### config.mk
export PLATFORM = sky130hd
export DESIGN_NAME = record_exchange_sorter_top
export DESIGN_NICKNAME = d
export VERILOG_FILES = /design/src/hdl/rxs_pkg.sv /design/src/hdl/record_exchange_sorter_top.sv /design/src/hdl/rxs_ram.sv /design/src/hdl/rxs_cmp.sv
export SDC_FILE = /design/constraint.sdc
export NUM_CORES = 1
export LEC_CHECK = 0
export BUFFER_PORTS_ARGS = -buffer_cell sky130_fd_sc_hd__buf_2
export CORE_ASPECT_RATIO = 1.4
export CORE_MARGIN = 1
export CORE_UTILIZATION = 56
export CTS_CLUSTER_DIAMETER = 30
export DETAILED_ROUTE_END_ITERATION = 8
export PLACE_DENSITY = 0.77
export RECOVER_POWER = 50
export SLEW_MARGIN = 0
export SYNTH_ARGS = -nofsm -noshare
export SYNTH_HDL_FRONTEND = slang
export SYNTH_HIERARCHICAL = 1
export SYNTH_SLANG_ARGS = --single-unit
### constraint.sdc
create_clock -name clk -period 10.9 [get_ports clk]
set_input_delay 3.27 -clock clk [delete_from_list [all_inputs] [get_ports clk]]
set_output_delay 3.27 -clock clk [all_outputs]
set_load 0.01 [all_outputs]
### src/hdl/rxs_pkg.sv
// shared types and constants of the record exchange sorter
// no dependencies
package rxs_pkg;

	localparam int ID_W            = 27;
	localparam int SCORE_W         = 16;
	localparam int RANK_W          = 4;
	localparam int MAX_RECORDS_DEF = 16;

	typedef logic [RANK_W-1:0] rank_t;

	// one stored record
	typedef struct packed {
		logic [ID_W-1:0]    id;
		logic [SCORE_W-1:0] score;
	} rec_t;

	// one request
	typedef struct packed {
		logic [ID_W-1:0]    record_id;
		logic [SCORE_W-1:0] total_score;
		logic               last_record;
	} in_item_t;

	// one result
	typedef struct packed {
		rank_t              rank;
		logic [ID_W-1:0]    out_id;
		logic [SCORE_W-1:0] out_score;
		logic               end_of_set;
		logic               overflowed;
	} res_item_t;

endpackage

### src/hdl/record_exchange_sorter_top.sv
// top level of the record exchange sorter: load, in-place exchange sort, ordered emission
// depends on rxs_pkg, rxs_ram, rxs_cmp
//
//   channel   handshake                 payload
//   request   start / busy              item (in_item_t)
//   result    res_strobe (one cycle)    result (res_item_t)
//   config    cfg_we                    cfg_wdata (sort_key)
//
// a request without the last mark is absorbed and leaves busy low
// a last request with n records in store sorts them in place row by row, one record
// read and compared per cycle on the single ram read port while a row is scanned, then emits them
// results appear one per cycle, the last one in the same cycle as busy falls
// arst_n clears the sequencer, the fill count, the overflow flag and sort_key
// the receiver cannot stall results
module record_exchange_sorter_top #(
	parameter int MAX_RECORDS = rxs_pkg::MAX_RECORDS_DEF
) (
	input  logic                 clk,
	input  logic                 arst_n,
	input  logic                 start,
	output logic                 busy,
	input  rxs_pkg::in_item_t    item,
	input  logic                 cfg_we,
	input  logic                 cfg_wdata,
	output logic                 res_strobe,
	output rxs_pkg::res_item_t   result
);

	localparam int AW = $clog2(MAX_RECORDS);
	localparam int CW = $clog2(MAX_RECORDS + 1);
	localparam logic [CW-1:0] MAX_C = CW'(MAX_RECORDS);

	typedef enum logic [5:0] {
		S_IDLE   = 6'b000001,
		S_ROW    = 6'b000010,
		S_ROWGET = 6'b000100,
		S_SCAN   = 6'b001000,
		S_WB     = 6'b010000,
		S_EMIT   = 6'b100000
	} state_t;

	state_t            state_q;
	logic [CW-1:0]     count_q;
	logic [CW-1:0]     count_m1;
	logic [AW-1:0]     last_idx;
	logic              ovf_q;
	logic              sort_key_q;
	logic              key_q;
	logic [AW-1:0]     i_q;
	logic [AW-1:0]     q_q;
	rxs_pkg::rec_t     cur_q;
	logic              strobe_s1;
	rxs_pkg::rank_t    rank_s1;
	logic              eos_s1;
	logic              ovf_s1;

	logic              accept;
	logic              has_room;
	logic              swap;
	logic              precedes;
	logic              ram_we;
	logic [AW-1:0]     ram_waddr;
	rxs_pkg::rec_t     ram_wdata;
	logic              ram_re;
	logic [AW-1:0]     ram_raddr;
	rxs_pkg::rec_t     ram_rdata;

	assign busy     = (state_q != S_IDLE);
	assign accept   = start && !busy;
	assign has_room = (count_q < MAX_C);
	assign count_m1 = count_q - CW'(1);
	assign last_idx = count_m1[AW-1:0];

	// record store
	rxs_ram #(
		.W ($bits(rxs_pkg::rec_t)),
		.D (MAX_RECORDS)
	) u_ram (
		.clk   (clk),
		.we    (ram_we),
		.waddr (ram_waddr),
		.wdata (ram_wdata),
		.re    (ram_re),
		.raddr (ram_raddr),
		.rdata (ram_rdata)
	);

	// shared comparator: held entry i against entry q
	rxs_cmp u_cmp (
		.sort_key (key_q),
		.a        (cur_q),
		.b        (ram_rdata),
		.precedes (precedes)
	);

	// entry i never swaps with itself, and its ram copy is stale while held
	assign swap = (state_q == S_SCAN) && (q_q != i_q) && precedes;

	// ram port control
	always_comb begin
		ram_we    = 1'b0;
		ram_waddr = '0;
		ram_wdata = cur_q;
		ram_re    = 1'b0;
		ram_raddr = '0;
		case (state_q)
			S_IDLE: begin
				ram_we    = accept && has_room;
				ram_waddr = count_q[AW-1:0];
				ram_wdata = '{id: item.record_id, score: item.total_score};
			end
			S_ROW: begin
				ram_re    = 1'b1;
				ram_raddr = i_q;
			end
			S_ROWGET: begin
				ram_re    = 1'b1;
				ram_raddr = '0;
			end
			S_SCAN: begin
				ram_we    = swap;
				ram_waddr = q_q;
				ram_re    = (q_q != last_idx);
				ram_raddr = q_q + AW'(1);
			end
			S_WB: begin
				ram_we    = 1'b1;
				ram_waddr = i_q;
			end
			S_EMIT: begin
				ram_re    = 1'b1;
				ram_raddr = q_q;
			end
			default: begin
				ram_we = 1'b0;
			end
		endcase
	end

	// sort key register
	always_ff @(posedge clk or negedge arst_n) begin
		if (!arst_n) begin
			sort_key_q <= 1'b0;
		end else if (cfg_we) begin
			sort_key_q <= cfg_wdata;
		end
	end

	// sequencer
	always_ff @(posedge clk or negedge arst_n) begin
		if (!arst_n) begin
			state_q   <= S_IDLE;
			count_q   <= '0;
			ovf_q     <= 1'b0;
			key_q     <= 1'b0;
			i_q       <= '0;
			q_q       <= '0;
			strobe_s1 <= 1'b0;
		end else begin
			strobe_s1 <= 1'b0;
			case (state_q)
				S_IDLE: begin
					if (accept) begin
						if (has_room) begin
							count_q <= count_q + CW'(1);
						end else begin
							ovf_q <= 1'b1;
						end
						if (item.last_record) begin
							key_q   <= sort_key_q;
							i_q     <= '0;
							state_q <= S_ROW;
						end
					end
				end
				S_ROW: begin
					q_q     <= '0;
					state_q <= S_ROWGET;
				end
				S_ROWGET: begin
					state_q <= S_SCAN;
				end
				S_SCAN: begin
					if (q_q == last_idx) begin
						state_q <= S_WB;
					end else begin
						q_q <= q_q + AW'(1);
					end
				end
				S_WB: begin
					if (i_q == last_idx) begin
						q_q     <= '0;
						state_q <= S_EMIT;
					end else begin
						i_q     <= i_q + AW'(1);
						state_q <= S_ROW;
					end
				end
				S_EMIT: begin
					strobe_s1 <= 1'b1;
					if (q_q == last_idx) begin
						count_q <= '0;
						ovf_q   <= 1'b0;
						state_q <= S_IDLE;
					end else begin
						q_q <= q_q + AW'(1);
					end
				end
				default: begin
					state_q <= S_IDLE;
				end
			endcase
		end
	end

	// held entry: loaded at row start, replaced by entry q on a swap
	always_ff @(posedge clk) begin
		if (state_q == S_ROWGET) begin
			cur_q <= ram_rdata;
		end else if (swap) begin
			cur_q <= ram_rdata;
		end
	end

	// result side-band, aligned with the registered ram read
	always_ff @(posedge clk) begin
		if (state_q == S_EMIT) begin
			rank_s1 <= rxs_pkg::rank_t'(q_q);
			eos_s1  <= (q_q == last_idx);
			ovf_s1  <= ovf_q;
		end
	end

	// result ports
	assign res_strobe        = strobe_s1;
	assign result.rank       = rank_s1;
	assign result.out_id     = ram_rdata.id;
	assign result.out_score  = ram_rdata.score;
	assign result.end_of_set = eos_s1;
	assign result.overflowed = ovf_s1;

endmodule

### src/hdl/rxs_ram.sv
// generic single-write, single-read ram with registered read data
// no dependencies
module rxs_ram #(
	parameter int W = 8,
	parameter int D = 16
) (
	input  logic                 clk,
	input  logic                 we,
	input  logic [$clog2(D)-1:0] waddr,
	input  logic [W-1:0]         wdata,
	input  logic                 re,
	input  logic [$clog2(D)-1:0] raddr,
	output logic [W-1:0]         rdata
);

	logic [W-1:0] mem_q [D];

	// write port and registered read port
	always_ff @(posedge clk) begin
		if (we) begin
			mem_q[waddr] <= wdata;
		end
		if (re) begin
			rdata <= mem_q[raddr];
		end
	end

endmodule

### src/hdl/rxs_cmp.sv
// key comparator shared by every step of the exchange sort
// depends on rxs_pkg
module rxs_cmp (
	input  logic          sort_key,
	input  rxs_pkg::rec_t a,
	input  rxs_pkg::rec_t b,
	output logic          precedes
);

	// id ascending or score descending, strict
	always_comb begin
		if (sort_key) begin
			precedes = (a.id < b.id);
		end else begin
			precedes = (a.score > b.score);
		end
	end

endmodule

# Word-level counts from Yosys, hierarchy flattened
# Memory sizes are Yosys's and may differ from the RTL's. A register that Yosys moved wholly into a read port is not among the register bits.
# Index checks and enable logic that the tools add are counted.
# totals
output_inout_bits,51
word_cells,90
inputBits,49
romBits,0
mem_count,1
ramBits,688
regBits,72
latchBits,0
# op_classes
reduce_logical,17
mux,32
bitwise_logic,0
addsub,4
n_eq_ne,20
n_shift,0
order_cmp,3
n_div,0
n_mul,0
# mem_list
memory,words,width,rd,rd_ports_with_merged_regs,wr,line,rtl
u_ram.mem_q,16,43,1,1,1,rxs_ram.sv:16,logic [W-1:0] mem_q [D];
# ops
operator,count
$mux W43,3
$pmux W4 S3,3
$pmux W6 S6,1
$mux W6,5
$lt A27 B27 Y1,1
$mux W4,5
$gt A16 B16 Y1,1
$ne A2 B2 Y1 const B,8
$reduce_and A4 Y1,4
$mux W5,3
$pmux W5 S2,1
$add A4 B1 Y4 const B,2
$eq A4 B4 Y1,2
$ne A4 B4 Y1,2
$pmux W4 S2,1
$mux W1,7
$eq A6 B1 Y1 const B,1
$eq A6 B2 Y1 const B,1
$eq A6 B3 Y1 const B,1
$eq A6 B4 Y1 const B,1
$eq A6 B5 Y1 const B,1
$eq A6 B6 Y1 const B,1
$ne A6 B1 Y1 const B,1
$reduce_and A3 Y1,2
other kinds (12),18

# Logic depth before layout (Yosys ltp)
# Gate-level depths: netlist (run 1).
# depth
ltp_word,7
depth_mapped,12
mapped_depth_nobuf,11

# Modules after synthesis
# The synthesis (run 1) kept the hierarchy.
# by_module_without_submodules
mod,area_each_um2,seq_area_each_um2,cells_per_inst,instances
rxs_ram,27069.7,21951.1,1116,1
record_exchange_sorter_top,3631.0,2048.2,365,1
rxs_cmp,1074.8,0.0,154,1

# Least setup slack after synthesis (run 1)
# No wires, ideal clock.
# synth_path
path_kind,input port to flip-flop
start,input port start
end,"memory u_ram/mem_q[0][0] (netlist name), enable pin"
arrival_ps,7206
path_stages,5
setup_time_ps,497
setup_slack_ps,3197
required_ps,10403
cell_sequence,nand2b_1 -> clkbuf_1 -> o211ai_1 -> or3b_2 -> nor3_1
# synth_via
elab_chain_cells,5
# synth_lines
element,line,rtl
from (decl),record_exchange_sorter_top.sv:20,"input logic start,"
$logic_and A1 B1 Y1,record_exchange_sorter_top.sv:69,assign accept = start && !busy;
$logic_and A1 B1 Y1,record_exchange_sorter_top.sv:108,ram_we = accept && has_room;
$pmux W1 S3,record_exchange_sorter_top.sv:106,case (state_q)
via ram_we,record_exchange_sorter_top.sv:61,logic ram_we;
$mux W1,rxs_ram.sv:20,if (we) begin
$mux W1 (implied by the code),rxs_ram.sv:21,mem_q[waddr] <= wdata;
to (decl),rxs_ram.sv:16,
# The timed path passes the listed nets, and every way through them passes these cells.

# Worst setup path in the final report (run 1)
# layout_path
start,register state_q[4]
end,output port busy
# layout_via
elab_chain_cells,1
# layout_lines
element,line,rtl
from (decl),record_exchange_sorter_top.sv:42,state_t state_q;
from (signal assigned),record_exchange_sorter_top.sv:152,state_q <= S_IDLE;
from (signal assigned),record_exchange_sorter_top.sv:172,state_q <= S_ROW;
from (signal assigned),record_exchange_sorter_top.sv:178,state_q <= S_ROWGET;
$ne A6 B1 Y1,record_exchange_sorter_top.sv:68,assign busy = (state_q != S_IDLE);
to (decl),record_exchange_sorter_top.sv:21,"output logic busy,"
# No other way between the ends.

==> flow_metrics.tcl, run 1 <==
set metrics [dict create \
    start_kind "register" \
    fin_crit_ns 5.70 \
    path_class "register to output port" \
    fill_cells 3504 \
    crit_path_end_kind "output port" \
    nets 1888 \
    gp_congestion 0.807 \
    syn_to_final_growth_pct 16.3 \
    crit_start "state_q[4]" \
    critPathArrivalTime_ns 2.43 \
    seq_area_frac_synth 0.755 \
    coreArea_sq_mm 0.0556 \
    dr.pass1.iters 5 \
    h-tree-depth 3 \
    skew_ns 0.0297 \
    yosysTopAreaCell "edfxtp_1" \
    routed_wire_length_per_instance_microns 28.5 \
    p_leak_uw 0.0124 \
    worstHoldPathCells 0 \
    max_cap_violations 1 \
    crit_fanout 53 \
    async_flop_share 0.0286 \
    required_ns 7.63 \
    grt_pass1_wl_microns 111000 \
    synth_seq_cells 803 \
    die-area_sq_mm 0.0577 \
    n_antenna_cell 0 \
    synth_cell_types 60 \
    fmax_ghz 0.176 \
    postRouteAntennaNets 0 \
    synthFlopType "edfxtp_1" \
    status "complete, but fails checks" \
    grt_pass1_vias 17500 \
    io_pins 100 \
    tns_ns 0 \
    ctsLongestPathBuffers 3 \
    period_share 0.522 \
    final_util 0.664 \
    dp_hpwl_microns 38100 \
    rsz0062_at_grt "false" \
    worstHoldEndpoint "cur_q[40]" \
    cts-resized-gates 0 \
    finalSetupViolCount 0 \
    synth-edff-count 780 \
    violations "capacitance limit, slew limit" \
    multi_input_area_sq_mm 0.00728 \
    cts_tree "done" \
    clock_sinks 803 \
    drive_gt1_frac 0.278 \
    vdd_drop_max_v 0.000138 \
    drt_first_iter_violations 1623 \
    final_hold_viol_count 0 \
    die_w_microns 203 \
    clk_latency_ns 0.67 \
    power_density_mw_per_mm2 226 \
    register_area_sq_mm 0.0240 \
    clkTransAtPathRegs_ns 0.06 \
    initial_core_util 0.571 \
    reg2reg_slack_ns 5.80 \
    hold_start "u_ram/rdata[40]" \
    die_h_microns 284 \
    post-cts-setup-buffer-count 0 \
    hold_class "register to register" \
    antenna_found_initial 0 \
    syn_nets 1730 \
    grt_max_degree 111 \
    clockRootBuffer "clkbuf_16" \
    slew_headroom -1.36 \
    vias 16600 \
    yosys_warnings 6 \
    route.detailed.drc 0 \
    numCtsBuffers 111 \
    rows 102 \
    routed_wl_microns 74500 \
    worst_slew_pin_slew_ns 3.54 \
    synth_top_area_frac 0.737 \
    cts_hold_buf 0 \
    finalMaxSlewViolations 44 \
    synth.avg_cell_area_sq_um 19.4 \
    worstReg2RegStart "state_q[3]" \
    synth_area_leaders "edfxtp_1, mux4_2, nand2_1, a22oi_1, ha_1" \
    overflow 0 \
    ff2ff_path_depth 5 \
    r2r_end "u_ram/rdata[31]" \
    grt.total_usage 0.265 \
    netlist_instances 1635 \
    avgViaCountPerCell 6.35 \
    io_buffer_count 99 \
    synth_area_sq_mm 0.0318 \
]
==> cells by family (layout without fill, tap and decap cells) <==
kind of cell	Yosys count	count (layout)	share of synthesized area
and+or+nand+nor	286	286	0.0397
AOI/OAI and AO/OA	166	166	0.0373
buffers and inverters	138	390	0.0202
xor gates and xnor gates	21	21	0.00646
adders and majority gates	46	46	0.0181
DFF	803	803	0.755
muxes	175	175	0.123
==> report_power, final <==
part / switching, uW / internal (uW)
Combinational: 667 / 161
Clock: 1430 / 2230
Sequential: 41.8 / 3830
==> layer usage <==
layer  GRT usage  up-vias  part of all wire
met5           0        -                 0
met4       0.104        0             0.030
met3      0.0370      145             0.069
met2       0.464      799              0.54
met1       0.334     8710              0.36
li1            -     6948                 -
==> cells in the final DEF (no fill, tap or decap), drive strengths merged, types with 5 or more instances in the layout <==
master / instances
inv: 78
nor3: 10
clkbuf: 121
o211ai: 6
a21oi: 25
o21ai: 17
ha: 46
nor2: 28
bufinv: 13
o2bb2ai: 5
nand3: 12
clkinvlp: 13
nand4: 9
edfxtp: 780
clkinv: 38
xor2: 6
buf: 127
nand2: 193
dfrtp: 22
nor2b: 7
xnor2: 14
mux4: 172
a22oi: 90
==> worst max path at each step <==
stage / endpoint / cells past startpoint
2_1_floorplan: u_ram/mem_q[0][0] / 5
3_3_place_gp: u_ram/mem_q[14][30] / 6
3_5_place_dp: u_ram/mem_q[14][27] / 6
4_1_cts: busy / 5
5_1_grt: busy / 5
6_report: busy / 5
==> final cells by class <==
cell class,instances,area share
sequential,803,0.649
clock buffer,118,0.0761
multi-input combinational,694,0.197
tap,728,0.0246
timing repair buffer,130,0.0199
inverter,53,0.00538
clock inverter,89,0.0278
==> through the flow <==
step	instances	instance area [sq um]	setup slack (ns)	hold slack, ns	total power (uW)
after global routing	2615	37000	5.09	0.476	8610
final	2615	37000	5.20	0.472	8360
after CTS	2615	37000	5.17	0.468	8410
after detailed placement	2408	33100	4.83	0.460	4750
after floorplan	1635	31800	3.20	0.420	4410
after global placement	2408	33100	4.94	0.454	4700
==> critical path, cell delays in order, from the launching register on <==
cell,delay [ns]
dfrtp_1,0.47
nor2_1,0.13
and4b_2,0.26
inv_2,0.04
buf_4,0.61
buf_2,0.26
==> synthesized netlist by cell type, types with 14 or more instances <==
| cell type | n |
|---|---|
| edfxtp_1 | 780 |
| nand2_1 | 193 |
| mux4_2 | 172 |
| a22oi_1 | 90 |
| inv_1 | 51 |
| ha_1 | 46 |
| clkbuf_1 | 43 |
| nor2_1 | 27 |
| buf_2 | 24 |
| a21oi_1 | 23 |
| dfrtp_1 | 22 |
| xnor2_1 | 14 |
==> sequential cells by signal, indices dropped and copies added, names as in the netlist, 4 cells and up <==
register,flops
cur_q,43
count_q,5
state_q,6
u_ram/mem_q,688
rank_s1,4
q_q,4
i_q,4
u_ram/rdata,43
(Power assumes the default switching activity.)
==> run 2: changes to the inputs <==
- clock period: 10.9 -> 5.32 ns (I/O delays scaled with it)
==> flow_metrics.tcl, run 2 (synthesis gave the netlist of run 1 again) <==
set metrics [dict create \
    worstHoldEndpoint "cur_q[34]" \
    worstReg2RegStart "cur_q[30]" \
    avgViaCountPerCell 6.51 \
    vias 17000 \
    status "complete, but fails checks" \
    initial_core_util 0.571 \
    dp_hpwl_microns 38100 \
    reg2reg_slack_ns 0.71 \
    nets 1888 \
    p_leak_uw 0.0122 \
    grt_pass1_vias 17900 \
    die-area_sq_mm 0.0577 \
    max_cap_violations 2 \
    rsz0062_at_grt "false" \
    reg_top3 "u_ram/mem_q: 688 flops, cur_q: 43 flops, u_ram/rdata: 43 flops" \
    dr.pass1.iters 5 \
    crit_fanout 32 \
    clockRootBuffer "clkbuf_16" \
    mostFrequentLayoutCells "edfxtp_1, nand2_1, mux4_2, clkbuf_16, a22oi_1" \
    grt_pass1_wl_microns 115000 \
    hold_start "u_ram/rdata[34]" \
    post-cts-setup-buffer-count 0 \
    violations "capacitance limit, slew limit" \
    hold_class "register to register" \
    start_kind "register" \
    tns_ns 0 \
    crit_path_end_kind "register" \
    grt.total_usage 0.278 \
    skew_ns 0.0298 \
    final_common_cell "edfxtp_1" \
    drt_first_iter_violations 1725 \
    routed_wire_length_per_instance_microns 29.8 \
    coreArea_sq_mm 0.0556 \
    critPathArrivalTime_ns 4.89 \
    finalMaxSlewViolations 75 \
    h-tree-depth 3 \
    post-route-cell-area_sq_mm 0.0370 \
    grt_max_degree 69 \
    drive_gt1_frac 0.246 \
    io_buffer_count 99 \
    finalSetupViolCount 0 \
    overflow 0 \
    cts-resized-gates 0 \
    vdd_drop_max_v 0.000266 \
    io_pins 100 \
    die_h_microns 284 \
    postRouteAntennaNets 0 \
    syn_to_final_growth_pct 16.4 \
    slew_headroom -0.185 \
    power_density_mw_per_mm2 459 \
    required_ns 5.59 \
    ff2ff_path_depth 12 \
    final_hold_viol_count 0 \
    dpl-instance-area_sq_mm 0.0334 \
    fin_crit_ns 4.61 \
    clk_latency_ns 0.66 \
    largest_reg_flops 688 \
    route.detailed.drc 0 \
    r2r_end "u_ram/mem_q[4][28]" \
    routed_wl_microns 78000 \
    die_w_microns 203 \
    fmax_ghz 0.217 \
    gp_congestion 0.826 \
    antenna_found_initial 0 \
    period_share 0.867 \
    worstHoldPathCells 0 \
    worst_slew_pin_slew_ns 1.78 \
    cts_tree "done" \
    clock_sinks 803 \
    cts_hold_buf 0 \
    numCtsBuffers 106 \
    n_antenna_cell 0 \
    ctsLongestPathBuffers 3 \
    top_register "u_ram/mem_q" \
    rows 102 \
    holdWs_ns 0.472 \
    clkTransAtPathRegs_ns 0.06 \
    path_class "register to register" \
]
## run 2: changes by cell type in the layout (fill, tap and decap cells not counted), moves of 5 or more
cell	before	now
buf_2	97	48
buf_12	1	13
clkbuf_1	9	60
buf_4	29	21
inv_8	8	2
clkinv_1	8	15
clkinv_4	13	8
## run 2: worst max-delay path by stage
stage                    start            endpoint  slack [ns]  cells past startpoint
2_1_floorplan            start   u_ram/mem_q[1][0]        0.46                      5
3_3_place_gp         cur_q[25]  u_ram/mem_q[4][33]        1.00                     12
3_5_place_dp   u_ram/rdata[30]  u_ram/mem_q[4][32]        0.88                     13
4_1_cts              cur_q[30]  u_ram/mem_q[4][28]        0.73                     12
5_1_grt              cur_q[30]  u_ram/mem_q[4][25]        0.55                     12
6_report             cur_q[30]  u_ram/mem_q[4][28]        0.71                     12
## run 2: power breakdown
group          internal, uW  switching, uW  total [uW]
combinational           322           1350        1670
clock                  4580           2800        7380
sequential             7840           86.9        7930
## run 2: per-stage QoR
| step | setup slack [ns] | instances | total power [uW] | utilization |
|---|---|---|---|---|
| 4_1_cts | 0.726 | 2612 | 17100 | 0.666 |
| 3_3_place_gp | 1.00 | 2413 | 9600 | 0.599 |
| 6_report | 0.709 | 2612 | 17000 | 0.665 |
| 3_5_place_dp | 0.877 | 2413 | 9720 | 0.599 |
| 5_1_grt | 0.553 | 2612 | 17500 | 0.665 |
| 2_1_floorplan | 0.459 | 1635 | 9030 | - |
## run 2: cell type report
cell class                      instances  area (sq um)
Clock buffer                          116          2720
Clock inverter                         83           997
Fill cell                            3507         18700
Inverter                               53           199
Multi-Input combinational cell        694          7300
Sequential cell                       803         24000
Tap cell                              728           911
Timing Repair Buffer                  135           858
## run 2: per-layer routing
layer	vias to the layer above	track usage	share of wire
met2	1119	0.469	0.51
met3	210	0.0436	0.094
li1	6937	-	-
met4	0	0.132	0.040
met1	8733	0.353	0.35
met5	-	0	0
## run 2: worst max-delay path, cell delays in order (launching register included)
cell and delay [ns]:
edfxtp_1 0.43, ha_1 0.38, a21oi_2 0.17, o21ai_1 0.15, a2111oi_2 0.37, o21ai_1 0.22
o2bb2ai_1 0.37, nand3_1 0.17, o211ai_1 0.23, nand3b_1 0.13, buf_4 0.20, nor3_4 0.69
buf_4 0.67
